==> src/design/tocu_pkg.sv <==
// shared types and constants for the tty output conversion unit
package tocu_pkg;

	// most result items one input item can cause
	localparam int unsigned MAX_RESULTS = 8;

	// configuration register indexes
	localparam logic [2:0] REG_RAW_MODE       = 3'd0;
	localparam logic [2:0] REG_CRMOD          = 3'd1;
	localparam logic [2:0] REG_EXPAND_TABS    = 3'd2;
	localparam logic [2:0] REG_NL_DELAY_MODE  = 3'd3;
	localparam logic [2:0] REG_TAB_DELAY_MODE = 3'd4;
	localparam logic [2:0] REG_CR_DELAY_MODE  = 3'd5;
	localparam logic [2:0] REG_VT_DELAY       = 3'd6;

	// ascii codes
	localparam logic [6:0] CH_BS    = 7'o010;
	localparam logic [6:0] CH_HT    = 7'o011;
	localparam logic [6:0] CH_LF    = 7'o012;
	localparam logic [6:0] CH_VT    = 7'o013;
	localparam logic [6:0] CH_FF    = 7'o014;
	localparam logic [6:0] CH_CR    = 7'o015;
	localparam logic [6:0] CH_SPACE = 7'o040;
	localparam logic [6:0] CH_TILDE = 7'o176;

	// delay mode codes
	localparam logic [1:0] NL_DLY_COLUMN = 2'd1;
	localparam logic [1:0] NL_DLY_SIX    = 2'd2;
	localparam logic [1:0] TAB_DLY_DIST  = 2'd1;
	localparam logic [1:0] CR_DLY_NONE   = 2'd0;
	localparam logic [1:0] CR_DLY_SHORT  = 2'd1;
	localparam logic [1:0] CR_DLY_MID    = 2'd2;
	localparam logic [1:0] CR_DLY_LONG   = 2'd3;

	// delay tick counts
	localparam logic [7:0] TICKS_CR_SHORT = 8'd5;
	localparam logic [7:0] TICKS_CR_MID   = 8'd10;
	localparam logic [7:0] TICKS_CR_LONG  = 8'd20;
	localparam logic [7:0] TICKS_NL_MIN   = 8'd6;
	localparam logic [7:0] TICKS_NL_BASE  = 8'd3;
	localparam logic [7:0] TICKS_VT       = 8'd127;
	localparam logic [7:0] TICKS_NONE     = 8'd0;

	// result kinds
	localparam logic KIND_CHAR  = 1'b0;
	localparam logic KIND_DELAY = 1'b1;

	typedef struct packed {
		logic       raw_mode;
		logic       crmod;
		logic       expand_tabs;
		logic [1:0] nl_delay_mode;
		logic [1:0] tab_delay_mode;
		logic [1:0] cr_delay_mode;
		logic       vt_delay;
	} cfg_t;

	// which planned result the datapath puts out
	typedef enum logic [2:0] {
		SEL_CH1 = 3'd0,
		SEL_D1  = 3'd1,
		SEL_CH2 = 3'd2,
		SEL_D2  = 3'd3,
		SEL_SP  = 3'd4
	} sel_t;

	typedef struct packed {
		logic latch;
		logic div;
		logic plan;
		logic emit;
		sel_t sel;
	} dp_cmd_t;

	typedef struct packed {
		logic out_free;
		logic has_d1;
		logic has_ch2;
		logic has_d2;
		logic expand;
		logic sp_last;
	} dp_stat_t;

endpackage

==> src/design/tocu_cfg.sv <==
// configuration registers of the tty output conversion unit
module tocu_cfg import tocu_pkg::*; (
	input  logic       clk,
	input  logic       arst_n,
	input  logic       cfg_we,
	input  logic [2:0] cfg_index,
	input  logic [1:0] cfg_data,
	output cfg_t       cfg
);

	cfg_t cfg_q;

	// register writes, unknown indexes ignored
	always_ff @(posedge clk or negedge arst_n) begin
		if (!arst_n) begin
			cfg_q.raw_mode       <= 1'b0;
			cfg_q.crmod          <= 1'b1;
			cfg_q.expand_tabs    <= 1'b0;
			cfg_q.nl_delay_mode  <= 2'd0;
			cfg_q.tab_delay_mode <= 2'd0;
			cfg_q.cr_delay_mode  <= 2'd0;
			cfg_q.vt_delay       <= 1'b0;
		end else if (cfg_we) begin
			case (cfg_index)
				REG_RAW_MODE:       cfg_q.raw_mode       <= cfg_data[0];
				REG_CRMOD:          cfg_q.crmod          <= cfg_data[0];
				REG_EXPAND_TABS:    cfg_q.expand_tabs    <= cfg_data[0];
				REG_NL_DELAY_MODE:  cfg_q.nl_delay_mode  <= cfg_data;
				REG_TAB_DELAY_MODE: cfg_q.tab_delay_mode <= cfg_data;
				REG_CR_DELAY_MODE:  cfg_q.cr_delay_mode  <= cfg_data;
				REG_VT_DELAY:       cfg_q.vt_delay       <= cfg_data[0];
				default: ;
			endcase
		end
	end

	assign cfg = cfg_q;

endmodule

==> src/design/tocu_dpath.sv <==
// datapath: column tracking, tab stop arithmetic, result planning and output register
module tocu_dpath import tocu_pkg::*; #(
	parameter int unsigned TAB_WIDTH = 8
) (
	input  logic       clk,
	input  logic       arst_n,
	input  cfg_t       cfg,
	input  logic [7:0] out_byte,
	input  dp_cmd_t    cmd,
	output dp_stat_t   stat,
	input  logic       item_ready,
	output logic       item_valid,
	output logic       item_kind,
	output logic [7:0] item_value,
	output logic       last
);

	// column / TAB_WIDTH by reciprocal multiplication, exact for 8-bit columns
	localparam int unsigned DIV_SHIFT = 16;
	localparam int unsigned RECIP     = (2**DIV_SHIFT + TAB_WIDTH - 1) / TAB_WIDTH;
	localparam int unsigned PROD_W    = DIV_SHIFT + 9;
	localparam int unsigned DIST_W    = $clog2(TAB_WIDTH + 1);

	logic [7:0]        byte_q;
	logic [7:0]        column_q;
	logic [PROD_W-1:0] prod_s1;
	logic [7:0]        ch1_q;
	logic [7:0]        d1_q;
	logic [7:0]        ch2_q;
	logic [7:0]        d2_q;
	logic              has_ch2_q;
	logic              expand_q;
	logic [3:0]        sp_cnt_q;
	logic              item_valid_q;
	logic              item_kind_q;
	logic [7:0]        item_value_q;
	logic              last_q;

	logic [6:0]        c;
	logic [7:0]        quot;
	logic [11:0]       quot_tw;
	logic [8:0]        rem;
	logic [DIST_W-1:0] stop_dist;
	logic [8:0]        room;
	logic [8:0]        nsp9;
	logic [7:0]        nl_hi;
	logic [7:0]        nl_col_dly;
	logic [7:0]        nl_dly;
	logic [7:0]        nl_dly_home;
	logic [7:0]        cr_dly;
	logic [7:0]        p_ch1;
	logic [7:0]        p_d1;
	logic [7:0]        p_ch2;
	logic [7:0]        p_d2;
	logic              p_has_ch2;
	logic              p_expand;
	logic [7:0]        p_col;

	logic              e_kind;
	logic [7:0]        e_value;
	logic              e_last;

	// input byte and column
	always_ff @(posedge clk) begin
		if (cmd.latch) begin
			byte_q <= out_byte;
		end
		if (cmd.div) begin
			prod_s1 <= PROD_W'(column_q) * PROD_W'(RECIP);
		end
	end

	always_ff @(posedge clk or negedge arst_n) begin
		if (!arst_n) begin
			column_q <= 8'd0;
		end else if (cmd.plan) begin
			column_q <= p_col;
		end
	end

	// tab stop distance and delay values
	always_comb begin
		c         = byte_q[6:0];
		quot      = prod_s1[DIV_SHIFT +: 8];
		quot_tw   = 12'(quot) * 12'(TAB_WIDTH);
		rem       = {1'b0, column_q} - quot_tw[8:0];
		stop_dist = DIST_W'(9'(TAB_WIDTH) - rem);
		room      = 9'd256 - {1'b0, column_q};
		nsp9      = 9'(MAX_RESULTS);
		if (9'(stop_dist) < nsp9) begin
			nsp9 = 9'(stop_dist);
		end
		if (room < nsp9) begin
			nsp9 = room;
		end

		nl_hi = {4'd0, column_q[7:4]} + TICKS_NL_BASE;
		if (column_q == 8'd0) begin
			nl_col_dly = TICKS_NONE;
		end else if (nl_hi < TICKS_NL_MIN) begin
			nl_col_dly = TICKS_NL_MIN;
		end else begin
			nl_col_dly = nl_hi;
		end

		// newline delay at the current column and with the column already at zero
		if (cfg.nl_delay_mode == NL_DLY_COLUMN) begin
			nl_dly      = nl_col_dly;
			nl_dly_home = TICKS_NONE;
		end else if (cfg.nl_delay_mode == NL_DLY_SIX) begin
			nl_dly      = TICKS_NL_MIN;
			nl_dly_home = TICKS_NL_MIN;
		end else begin
			nl_dly      = TICKS_NONE;
			nl_dly_home = TICKS_NONE;
		end

		unique case (cfg.cr_delay_mode)
			CR_DLY_NONE:  cr_dly = TICKS_NONE;
			CR_DLY_SHORT: cr_dly = TICKS_CR_SHORT;
			CR_DLY_MID:   cr_dly = TICKS_CR_MID;
			CR_DLY_LONG:  cr_dly = TICKS_CR_LONG;
			default:      cr_dly = TICKS_NONE;
		endcase
	end

	// classify the byte and plan its results
	always_comb begin
		p_ch1     = {1'b0, c};
		p_d1      = TICKS_NONE;
		p_ch2     = {1'b0, CH_LF};
		p_d2      = TICKS_NONE;
		p_has_ch2 = 1'b0;
		p_expand  = 1'b0;
		p_col     = column_q;
		priority if (cfg.raw_mode) begin
			p_ch1 = byte_q;
		end else if (c >= CH_SPACE && c <= CH_TILDE) begin
			p_col = column_q + 8'd1;
		end else if (c == CH_BS) begin
			if (column_q != 8'd0) begin
				p_col = column_q - 8'd1;
			end
		end else if (c == CH_LF) begin
			p_col = 8'd0;
			if (cfg.crmod) begin
				p_ch1     = {1'b0, CH_CR};
				p_d1      = cr_dly;
				p_has_ch2 = 1'b1;
				p_d2      = nl_dly_home;
			end else begin
				p_d1 = nl_dly;
			end
		end else if (c == CH_HT) begin
			if (cfg.expand_tabs) begin
				p_expand = 1'b1;
				p_col    = column_q + nsp9[7:0];
			end else begin
				p_col = column_q + 8'(stop_dist);
				if (cfg.tab_delay_mode == TAB_DLY_DIST && 9'(stop_dist) >= 9'd4) begin
					p_d1 = 8'(stop_dist) + 8'd1;
				end
			end
		end else if (c == CH_VT || c == CH_FF) begin
			if (cfg.vt_delay) begin
				p_d1 = TICKS_VT;
			end
		end else if (c == CH_CR) begin
			p_d1  = cr_dly;
			p_col = 8'd0;
		end else begin
			p_ch1 = {1'b0, c};
		end
	end

	// planned results
	always_ff @(posedge clk) begin
		if (cmd.plan) begin
			ch1_q     <= p_ch1;
			d1_q      <= p_d1;
			ch2_q     <= p_ch2;
			d2_q      <= p_d2;
			has_ch2_q <= p_has_ch2;
			expand_q  <= p_expand;
			sp_cnt_q  <= nsp9[3:0];
		end else if (cmd.emit && cmd.sel == SEL_SP) begin
			sp_cnt_q <= sp_cnt_q - 4'd1;
		end
	end

	// status for the controller
	always_comb begin
		stat.out_free = !item_valid_q || item_ready;
		stat.has_d1   = d1_q != TICKS_NONE;
		stat.has_ch2  = has_ch2_q;
		stat.has_d2   = d2_q != TICKS_NONE;
		stat.expand   = expand_q;
		stat.sp_last  = sp_cnt_q == 4'd1;
	end

	// select the result to put out
	always_comb begin
		unique case (cmd.sel)
			SEL_CH1: begin
				e_kind  = KIND_CHAR;
				e_value = ch1_q;
				e_last  = !stat.has_d1 && !has_ch2_q;
			end
			SEL_D1: begin
				e_kind  = KIND_DELAY;
				e_value = d1_q;
				e_last  = !has_ch2_q;
			end
			SEL_CH2: begin
				e_kind  = KIND_CHAR;
				e_value = ch2_q;
				e_last  = !stat.has_d2;
			end
			SEL_D2: begin
				e_kind  = KIND_DELAY;
				e_value = d2_q;
				e_last  = 1'b1;
			end
			SEL_SP: begin
				e_kind  = KIND_CHAR;
				e_value = {1'b0, CH_SPACE};
				e_last  = stat.sp_last;
			end
			default: begin
				e_kind  = KIND_CHAR;
				e_value = ch1_q;
				e_last  = 1'b1;
			end
		endcase
	end

	// output register
	always_ff @(posedge clk or negedge arst_n) begin
		if (!arst_n) begin
			item_valid_q <= 1'b0;
		end else if (cmd.emit) begin
			item_valid_q <= 1'b1;
		end else if (item_ready) begin
			item_valid_q <= 1'b0;
		end
	end

	always_ff @(posedge clk) begin
		if (cmd.emit) begin
			item_kind_q  <= e_kind;
			item_value_q <= e_value;
			last_q       <= e_last;
		end
	end

	assign item_valid = item_valid_q;
	assign item_kind  = item_kind_q;
	assign item_value = item_value_q;
	assign last       = last_q;

endmodule

==> src/design/tocu_ctrl.sv <==
// controller: sequences division, planning and the results of one item
module tocu_ctrl import tocu_pkg::*; (
	input  logic     clk,
	input  logic     arst_n,
	input  logic     byte_valid,
	output logic     byte_ready,
	input  dp_stat_t stat,
	output dp_cmd_t  cmd
);

	typedef enum logic [7:0] {
		S_IDLE = 8'b0000_0001,
		S_DIV  = 8'b0000_0010,
		S_PLAN = 8'b0000_0100,
		S_CH1  = 8'b0000_1000,
		S_D1   = 8'b0001_0000,
		S_CH2  = 8'b0010_0000,
		S_D2   = 8'b0100_0000,
		S_SP   = 8'b1000_0000
	} state_t;

	state_t state_q;
	state_t state_d;
	logic   emit_state;

	// next state and datapath commands
	always_comb begin
		state_d    = state_q;
		emit_state = 1'b0;
		cmd.latch  = 1'b0;
		cmd.div    = 1'b0;
		cmd.plan   = 1'b0;
		cmd.sel    = SEL_CH1;
		unique case (state_q)
			S_IDLE: begin
				cmd.latch = byte_valid;
				if (byte_valid) begin
					state_d = S_DIV;
				end
			end
			S_DIV: begin
				cmd.div = 1'b1;
				state_d = S_PLAN;
			end
			S_PLAN: begin
				cmd.plan = 1'b1;
				state_d  = S_CH1;
			end
			S_CH1: begin
				emit_state = 1'b1;
				if (stat.expand) begin
					state_d = S_SP;
				end else if (stat.out_free) begin
					if (stat.has_d1) begin
						state_d = S_D1;
					end else if (stat.has_ch2) begin
						state_d = S_CH2;
					end else begin
						state_d = S_IDLE;
					end
				end
			end
			S_D1: begin
				emit_state = 1'b1;
				cmd.sel    = SEL_D1;
				if (stat.out_free) begin
					state_d = stat.has_ch2 ? S_CH2 : S_IDLE;
				end
			end
			S_CH2: begin
				emit_state = 1'b1;
				cmd.sel    = SEL_CH2;
				if (stat.out_free) begin
					state_d = stat.has_d2 ? S_D2 : S_IDLE;
				end
			end
			S_D2: begin
				emit_state = 1'b1;
				cmd.sel    = SEL_D2;
				if (stat.out_free) begin
					state_d = S_IDLE;
				end
			end
			S_SP: begin
				emit_state = 1'b1;
				cmd.sel    = SEL_SP;
				if (stat.out_free && stat.sp_last) begin
					state_d = S_IDLE;
				end
			end
			default: begin
				state_d = S_IDLE;
			end
		endcase
		// an expanded tab puts out nothing from the first-character state
		cmd.emit = emit_state && stat.out_free && !(state_q == S_CH1 && stat.expand);
	end

	always_ff @(posedge clk or negedge arst_n) begin
		if (!arst_n) begin
			state_q <= S_IDLE;
		end else begin
			state_q <= state_d;
		end
	end

	assign byte_ready = state_q == S_IDLE;

endmodule

==> src/design/tty_output_conversion_unit.sv <==
// Terminal output conversion unit: top level joining registers, controller and datapath.
// The first result is registered after the column divide and plan states; an expanded tab
// also passes the first-character state, which puts out nothing. The single output register
// takes one result per cycle unless item_ready stalls it. An item causing 1 to 8 results
// holds byte_ready low until its last result is put out, so no new item is taken before that.
// Reset: arst_n clears the column to 0 and the registers to their reset values.
module tty_output_conversion_unit import tocu_pkg::*; #(
	parameter int unsigned TAB_WIDTH = 8
) (
	input  logic       clk,
	input  logic       arst_n,
	input  logic       cfg_we,
	input  logic [2:0] cfg_index,
	input  logic [1:0] cfg_data,
	input  logic       byte_valid,
	output logic       byte_ready,
	input  logic [7:0] out_byte,
	output logic       item_valid,
	input  logic       item_ready,
	output logic       item_kind,
	output logic [7:0] item_value,
	output logic       last
);

	cfg_t     cfg;
	dp_cmd_t  cmd;
	dp_stat_t stat;

	// configuration registers
	tocu_cfg u_cfg (
		.clk       (clk),
		.arst_n    (arst_n),
		.cfg_we    (cfg_we),
		.cfg_index (cfg_index),
		.cfg_data  (cfg_data),
		.cfg       (cfg)
	);

	// sequencing
	tocu_ctrl u_ctrl (
		.clk        (clk),
		.arst_n     (arst_n),
		.byte_valid (byte_valid),
		.byte_ready (byte_ready),
		.stat       (stat),
		.cmd        (cmd)
	);

	// conversion datapath
	tocu_dpath #(
		.TAB_WIDTH (TAB_WIDTH)
	) u_dpath (
		.clk        (clk),
		.arst_n     (arst_n),
		.cfg        (cfg),
		.out_byte   (out_byte),
		.cmd        (cmd),
		.stat       (stat),
		.item_ready (item_ready),
		.item_valid (item_valid),
		.item_kind  (item_kind),
		.item_value (item_value),
		.last       (last)
	);

endmodule
==> config.mk <==
export PLATFORM = sky130hd
export DESIGN_NAME = tty_output_conversion_unit
export DESIGN_NICKNAME = d
export VERILOG_FILES = /design/src/design/tocu_pkg.sv /design/src/design/tocu_cfg.sv /design/src/design/tocu_dpath.sv /design/src/design/tocu_ctrl.sv /design/src/design/tty_output_conversion_unit.sv
export SDC_FILE = /design/constraint.sdc
export NUM_CORES = 1
export LEC_CHECK = 0
export BUFFER_PORTS_ARGS = -buffer_cell sky130_fd_sc_hd__buf_4
export CORE_ASPECT_RATIO = 0.6
export CORE_UTILIZATION = 25
export CTS_BUF_LIST = sky130_fd_sc_hd__clkbuf_8
export DETAILED_ROUTE_END_ITERATION = 10
export SYNTH_ARGS = -nofsm -noshare
export SYNTH_HDL_FRONTEND = slang
export SYNTH_SLANG_ARGS = --single-unit
==> constraint.sdc <==
create_clock -name clk -period 10.4 [get_ports clk]
set_clock_uncertainty 0.05 [all_clocks]
set_input_delay 2.08 -clock clk [delete_from_list [all_inputs] [get_ports clk]]
set_output_delay 2.08 -clock clk [all_outputs]
set_load 0.01 [all_outputs]
* After elaboration in Yosys (flattened, before gate mapping) *
Cells that the tools add are included.

word-level totals
  memory bits (writable) = 0
  input port bits = 18
  bits in read-only memories = 0
  word-level logic and storage cells = 173
  output and inout bits = 12
  bits in latches = 0
  flip-flop bits (word level) = 79
  memories = 0

operators by class
  $add $sub $neg = 10
  multiplexer cells = 53
  bitwise operators = 4
  equal/unequal tests = 39
  multipliers = 0
  $lt $le $gt $ge = 6
  div/mod/pow operators = 0
  reduce and logical (&&, ||, !) cells = 40
  shifts and indexed selects = 0

operators with widths
  cell                   number
  $mux W8                30
  $pmux W8 S4            2
  $pmux W8 S8            1
  $eq A7 B4 Y1 const B   6
  $mux W7                4
  $reduce_bool A8 Y1     3
  $reduce_and A2 Y1      7
  $eq A3 B2 Y1 const B   4
  $eq A3 B3 Y1 const B   4
  $mux W4                3
  $pmux W3 S4            1
  $reduce_or A5 Y1       2
  $lt A9 B4 Y1           1
  $mux W1                9
  $sub A9 B8 Y9 const A  1
  $add A8 B1 Y8 const B  1
  $add A8 B4 Y8          1
  $add A8 B8 Y8          1
  $eq A8 B1 Y1 const B   1
  $eq A8 B2 Y1 const B   1
  $eq A8 B3 Y1 const B   1
  $eq A8 B4 Y1 const B   1
  $eq A8 B5 Y1 const B   1
  $eq A8 B6 Y1 const B   1
  other kinds (40)       65

* Logic depth before layout (Yosys ltp) *
Gate-level depths: netlist (run 1).

  word-level depth = 12
  depth in mapped cells = 21
  gate-level depth less buffers = 20

* By module *
From an unflattened synthesis (run 1), not the netlist that was laid out.

unflattened totals
  cell total of the unflattened synthesis = 455
  area total of the unflattened synthesis = 4670.7 sq um

modules (own cells, without submodules)
  module      instances  sequential area each (sq um)  area an instance (sq um)  cells an instance
  tocu_dpath  1          1426.4                        3578.4                    359
  tocu_ctrl   1          201.4                         648.1                     69
  tocu_cfg    1          251.5                         444.2                     27

* Least setup slack after synthesis (run 1) *
Ideal clock, no wire load.

  path kind = reg-to-reg
  start point = register u_dpath.column_q[0]
  end point = register u_dpath.column_q[6]
  period minus slack after synthesis = 4.772 ns
  slack = 5.628 ns
  data arrival time = 4.587 ns
  buffers on the path = 1
  cell stages (with the launch flop) = 21
  setup time = 0.135 ns
  required time = 10.215 ns
  cell sequence = dfrtp_1 clkbuf_1 inv_1 ha_1 ha_1 xnor2_1 xnor2_1 inv_1 ha_1 a2111o_1 nor4_1 nor2_1 nand2_1 and2_1 ha_1 nor2b_1 o31a_1 o21a_1 or3_1 a31oi_1 o21ai_0

between the ends
  longest elaborated chain between the ends = 12
  elaborated cells on any way between the ends = 20
  those cells by class = 7 x add/sub; 2 x order compare; 1 x eq/ne; 8 x mux; 2 x reduce/logical

ends and longest elaborated chain
  element                 line               RTL
  from (decl)             tocu_dpath.sv:25   logic [7:0] column_q;
  from (signal assigned)  tocu_dpath.sv:77   column_q <= p_col;
  $sub A4 B4 Y4           tocu_dpath.sv:86   rem = {1'b0, column_q} - quot_tw[8:0];
  $sub A4 B4 Y4           tocu_dpath.sv:87   stop_dist = DIST_W'(9'(TAB_WIDTH) - rem);
  $lt A4 B4 Y1            tocu_dpath.sv:90   if (9'(stop_dist) < nsp9) begin
  $mux W4                 tocu_dpath.sv:90
  $lt A9 B4 Y1            tocu_dpath.sv:93   if (room < nsp9) begin
  $mux W8                 tocu_dpath.sv:93
  $add A8 B8 Y8           tocu_dpath.sv:157  p_col = column_q + nsp9[7:0];
  $mux W8                 tocu_dpath.sv:155  if (cfg.expand_tabs) begin
  $mux W8                 tocu_dpath.sv:154  end else if (c == CH_HT) begin
  $mux W8                 tocu_dpath.sv:144  end else if (c == CH_LF) begin
  $mux W8                 tocu_dpath.sv:140  end else if (c == CH_BS) begin
  $mux W8                 tocu_dpath.sv:138  end else if (c >= CH_SPACE && c <= CH_TILDE) begin

Several ways; a longest one is shown, not always the timed one. The select of a mux whose other input is x is not followed.
A chain may end at the register's enable or synchronous reset.

* Final worst setup path (run 1) *
Same ends and word-level chain as after synthesis.

==> results.cfg, run 1 <==
[run_status]
status = finished clean

[power_and_ir_drop]
powerDensity_nw_per_um2 = 216
p_total_mw = 1.04
vdd_drop_max_v = 0.0000722
p_leak_nw = 1.81

[clocking]
htreeDepth = 3
clock_path_buffers = 2
root_buffer = clkbuf_8
clkLatencyLatePin_ns = 0.34
postCtsHoldBufs = 0
cts_tree = yes
post_cts_resized = 0
cts_setup_buffers = 0
clkSinkCount = 67
clkTransAtPathRegs_ns = 0.07
numCtsBuffers = 9

[critical_path]
crit_type = reg -> reg
cp_data_arrival_time_ns = 5.58
worstPathRequired_ns = 10.55
cp_max_fo = 14
cp-startpoint = u_dpath.column_q[0]
cp-end-kind = flip-flop
r2r-start = u_dpath.column_q[0]
cp-start-kind = flip-flop

[synthesis]
ys.flop_type = edfxtp_1
synth_edf_count = 40
synth_cells = 419
synth.distinct_cells = 67
seq_area_frac_synth_pct = 44.9
netlist_area_sq_um = 4190
avgSynthCellArea_sq_um = 9.99
synth_seq_cells = 67
ys_warn_count = 0
synth-async-reset-ratio_pct = 40.3

[detailed_routing]
via_per_inst = 5.03
final_antenna_net_count = 0
drt_drc_violations_left = 0
wl_microns = 11200
drtIter0Drc = 356
drt-pass1-iter-count = 5
num_vias = 3412
wl_per_cell_microns = 16.5

[timing]
relSlewSlack_pct = 30.5
hold_slack_ns = 0.473
worst_pin_slew_ns = 1.03
fin_ws_ns = 4.97
tns_ns = 0
hold_violations = 0
max_clock_freq_ghz = 0.184
rsz0062_at_grt = no
fin_crit_ns = 5.43
finalCritPeriodShare_pct = 52.3
finalMaxSlewViolations = 0
setup_viol = 0

[finish]
fillers = 1719
antenna_cells = 0
drive_above_1_share_pct = 15.3
nets = 484
syn2layout_area_growth_pct = 15.4
multi_input_area_sq_um = 2170
register_area_sq_um = 1880

[global_route]
grt_max_degree = 28
overflow = 0
grt_pass1_vias = 3083
grt_antenna_before_repair = 0
grt_util_all_layers_pct = 13.3
grt_pass1_wl_microns = 17300

[worst_hold_path]
hold_start = u_cfg.cfg[3]
holdCritPathClass = reg -> reg

[placed_design]
hpwl_microns = 8530
gp_congestion = 0.911
portBuffers = 29
place_ws_ns = 5.10

[die]
row_count = 36
die_area_sq_um = 17300
core_sq_um = 16300
die_h_microns = 102
die_x_microns = 169
start_util_pct = 25.7
io_pins = 30

[flow_run]
maxCapViolations = 0
==> where the power goes <==
part           switching (mW)  internal, mW
Combinational           0.244         0.177
Clock                  0.0990         0.115
Sequential             0.0715         0.334
==> final timing paths <==
check	end	slack (ns)	cells after the start
min reg2reg	u_cfg.cfg[3]	0.47	1
max	u_dpath.column_q[6]	4.97	19
min	u_cfg.cfg[3]	0.47	1
min in group asynchronous	u_dpath.item_valid	1.60	1
max in group asynchronous	u_cfg.cfg[8]	8.35	1
max reg2reg	u_dpath.column_q[6]	4.97	19
==> area by class of cell <==
| class | count | share of cell area (%) |
|---|---|---|
| repair buffers | 29 | 4.51 |
| inverters | 21 | 1.63 |
| well taps | 228 | 5.91 |
| flip-flops and latches | 67 | 38.9 |
| multi-input cells | 317 | 45.0 |
| clock buffers | 10 | 2.85 |
| clock inverters | 6 | 1.19 |
==> logic make-up after synthesis <==
logic type / count (synthesis) / share of synthesized area, %
simple gates: 158 / 21.5
flops: 67 / 44.9
other cells: 1 / 0.0896
compound gates: 103 / 16.2
buf+inv: 37 / 3.35
fa+ha+maj: 21 / 6.46
xor+xnor: 19 / 3.98
mux: 13 / 3.47
==> flip-flops by register name, indices dropped and copies added, names as in the netlist, 4 cells and up <==
name	flops
u_dpath.sp_cnt_q	4
u_dpath.ch1_q	8
u_dpath.d1_q	6
u_dpath.byte_q	8
u_ctrl.state_q	8
u_dpath.item_value	8
u_dpath.column_q	8
u_cfg.cfg	10
==> layout by cell type (no fill, tap or decap), types with 3 or more instances in the layout <==
cell      count
a22o_1        3
nor3_1       11
o22ai_1       3
nand4_1       3
and2_1        8
a21oi_1      24
dfrtp_1      25
xnor2_1      15
nor2b_1       6
nand3_1      13
a31oi_1       3
o22a_1        3
clkinv_2      3
nor3b_1       7
ha_1         20
nand4b_1      9
o21ai_0      29
or2_2         7
buf_4        29
mux2_2       12
edfxtp_1     40
nor4_1        7
nand2_1      32
and4b_1       5
a211oi_1      5
xor2_1        4
nor2_1       31
and3_1        4
conb_1        3
nand2b_1      4
inv_1        22
clkbuf_8     10
==> metal layers <==
| metal | up-vias | routed length [microns] | GRT usage, % | share of wire (%) |
|---|---|---|---|---|
| li1 | 1625 | - | - | - |
| met1 | 1644 | 6070 | 21.5 | 54 |
| met2 | 137 | 4140 | 16.7 | 37 |
| met3 | 6 | 947 | 3.91 | 8.4 |
| met4 | 0 | 55 | 2.43 | 0.49 |
| met5 | - | 0 | 0 | 0 |
==> critical path: stages, from the launching register on <==
cell and delay, ns:
dfrtp_1 0.63, inv_1 0.17, ha_1 0.27, ha_1 0.20, xnor2_1 0.13, xnor2_1 0.40
inv_1 0.17, ha_1 0.32, a2111o_1 0.37, nor4_1 0.64, nor2_1 0.15, nand2_1 0.15
and2_1 0.14, ha_1 0.26, nor2b_1 0.17, o31a_1 0.26, o21a_1 0.18, or3_1 0.32
a31oi_1 0.19, o21ai_0 0.12
==> cells in the mapped netlist (4+ instances only) <==
master	number	area, sq um
nand4b_1	9	78.8
clkbuf_1	14	52.6
nand2b_1	4	25.0
o21ai_0	29	145
and4b_1	5	50.1
nor2_1	31	116
ha_1	20	250
mux2_2	12	135
nand3_1	13	65.1
nor2b_1	6	37.5
and3_1	4	25.0
nor4_1	7	43.8
a211oi_1	5	37.5
or2_2	7	43.8
a21oi_1	24	120
nand2_1	32	120
edfxtp_1	40	1200
and2_1	8	50.1
nor3b_1	7	52.6
inv_1	21	78.8
xor2_1	4	35.0
nor3_1	11	55.1
dfrtp_1	25	626
xnor2_1	15	131
==> metrics by stage <==
step           instances  utilization (%)  instance area (sq um)
2_1_floorplan        421                -                   4190
3_3_place_gp         662             28.4                   4630
3_5_place_dp         662             28.4                   4630
4_1_cts              678             29.6                   4830
5_1_grt              678             29.6                   4830
6_report             678             29.6                   4830
(Power assumes the default switching activity.)
==> inputs of run 2 (changes only) <==
==> constraint.sdc (replaced) <==
create_clock -name clk -period 5.3 [get_ports clk]
set_clock_uncertainty 0.05 [all_clocks]
set_input_delay 1.06 -clock clk [delete_from_list [all_inputs] [get_ports clk]]
set_output_delay 1.06 -clock clk [all_outputs]
set_load 0.01 [all_outputs]
==> run 2 against run 1 <==
  * Cell area is essentially flat
  * Non-clock buffer count grew 1
  * Sequential power grew 93%
  * Critical path type unchanged
  * Power up 94%
  * Die area stayed put
==> results.cfg, run 2 (synthesis gave the netlist of run 1 again) <==
[clocking]
postCtsHoldBufs = 0
clkSinkCount = 67
root_buffer = clkbuf_8
clkLatencyLatePin_ns = 0.35
htreeDepth = 3
clkTransAtPathRegs_ns = 0.08
numCtsBuffers = 9
cts_tree = yes
clock_path_buffers = 2

[global_route]
grt_util_all_layers_pct = 13.5
grt_pass1_wl_microns = 17800
grt_max_degree = 28
grt_pass1_vias = 3211
overflow = 0
grt_antenna_before_repair = 0

[finish]
register_area_sq_um = 1880
final_common_cell = edfxtp_1
antenna_cells = 0
final_cell_mix = 40 x edfxtp_1, 32 x nand2_1, 31 x nor2_1
largest_register_ffs = 10
drive_above_1_share_pct = 15.7
multi_input_area_sq_um = 2180
post-route-cell-area_sq_um = 4830
nets = 485
syn2layout_area_growth_pct = 15.4
fillers = 1745

[timing]
finalCritPeriodShare_pct = 91.2
setup_viol = 0
fin_ws_ns = 0.464
hold_violations = 0
worst_pin_slew_ns = 1.04
relSlewSlack_pct = 29.4
max_clock_freq_ghz = 0.207
tns_ns = 0
rsz0062_at_grt = no
fin_crit_ns = 4.84
finalMaxSlewViolations = 0

[power_and_ir_drop]
clkPwrFrac_pct = 19.3
power_frac_comb_pct = 42.0
sw_frac_of_total_pct = 40.6
p_seq_share_pct = 38.7
p_sw_mw = 0.821
p_leak_nw = 1.80
vdd_drop_max_v = 0.000120
p_int_mw = 1.20
powerDensity_nw_per_um2 = 419

[critical_path]
cp_data_arrival_time_ns = 5.00
crit_type = reg -> reg
cp_max_fo = 6
cp-start-kind = flip-flop
rr_worst_depth = 19
r2r-start = u_dpath.column_q[1]
worstPathRequired_ns = 5.46
cp-startpoint = u_dpath.column_q[1]
r2r-end = u_dpath.column_q[6]
endpoint = u_dpath.column_q[6]
cp-end-kind = flip-flop
ff2ff_setup_slack_ns = 0.46

[die]
row_count = 36
die_x_microns = 169
core_sq_um = 16300
die_area_sq_um = 17300
die_h_microns = 102
io_pins = 30
start_util_pct = 25.7

[placed_design]
portBuffers = 29
gp_congestion = 0.898
hpwl_microns = 8500
place_area_sq_um = 4640
place_ws_ns = 0.368

[worst_hold_path]
hold_start = u_cfg.cfg[3]
holdCritPathClass = reg -> reg

[detailed_routing]
via_per_inst = 5.07
drt-pass1-iter-count = 5
wl_microns = 11200
drtIter0Drc = 379
final_antenna_net_count = 0
num_vias = 3442
drt_drc_violations_left = 0
wl_per_cell_microns = 16.5

[run_status]
status = finished clean

[flow_run]
maxCapViolations = 0
==> run 2: what timing repair did <==
item / CTS / global route
buffers inserted: 0 / 0
endpoints found under the setup margin: 0 / 2
gates resized for setup: 0 / 1
==> run 2: cell type report <==
| class | instances | share of cell area (%) |
|---|---|---|
| flip-flops and latches | 67 | 38.9 |
| clock inverters | 5 | 0.596 |
| well taps | 228 | 5.91 |
| multi-input cells | 317 | 45.1 |
| repair buffers | 30 | 4.66 |
| clock buffers | 11 | 3.14 |
| inverters | 21 | 1.63 |
==> run 2: routing by layer <==
metal / share of wire [%] / up-vias / GRT usage [%]
met1: 52 / 1655 / 21.0
met2: 36 / 163 / 17.2
met5: 0 / - / 0
li1: - / 1619 / -
met4: 0.46 / 0 / 2.70
met3: 11 / 5 / 5.00
==> run 2: per-stage QoR <==
stage	util [%]	cells	power [mW]	hold WS (ns)
4_1_cts	29.6	679	2.02	0.477
3_5_place_dp	28.5	663	1.62	0.459
5_1_grt	29.6	679	2.17	0.490
3_3_place_gp	28.5	663	1.60	0.438
6_report	29.6	679	2.02	0.464
2_1_floorplan	-	421	1.38	0.420
==> run 2: worst min path at each step <==
| stage | slack [ns] | cells after the start | to |
|---|---|---|---|
| 2_1_floorplan | 0.42 | 0 | u_dpath.prod_s1[16] |
| 5_1_grt | 0.49 | 1 | u_cfg.cfg[3] |
| 4_1_cts | 0.48 | 1 | u_cfg.cfg[4] |
| 6_report | 0.46 | 1 | u_cfg.cfg[3] |
| 3_3_place_gp | 0.44 | 1 | u_cfg.cfg[3] |
| 3_5_place_dp | 0.46 | 1 | u_cfg.cfg[4] |
==> run 2: power groups by stage <==
stage               logic, mW  registers (mW)  clock network, mW
floorplan               0.645           0.733                  0
global placement        0.819           0.783                  0
detailed placement      0.826           0.790                  0
CTS                     0.834           0.778              0.404
global route            0.946           0.795              0.424
finish                  0.849           0.783              0.391
==> run 2: critical path, stage by stage, from the launching register on <==
cell and delay [ns]:
dfrtp_1 0.41, inv_1 0.16, ha_1 0.25, ha_1 0.20, xnor2_1 0.13, xnor2_1 0.38
inv_1 0.15, ha_1 0.31, a2111o_1 0.39, nor4_2 0.45, nor2_1 0.13, nand2_1 0.12
and2_1 0.14, ha_1 0.27, nor2b_1 0.16, o31a_1 0.25, o21a_1 0.18, or3_1 0.30
a31oi_1 0.16, o21ai_0 0.11
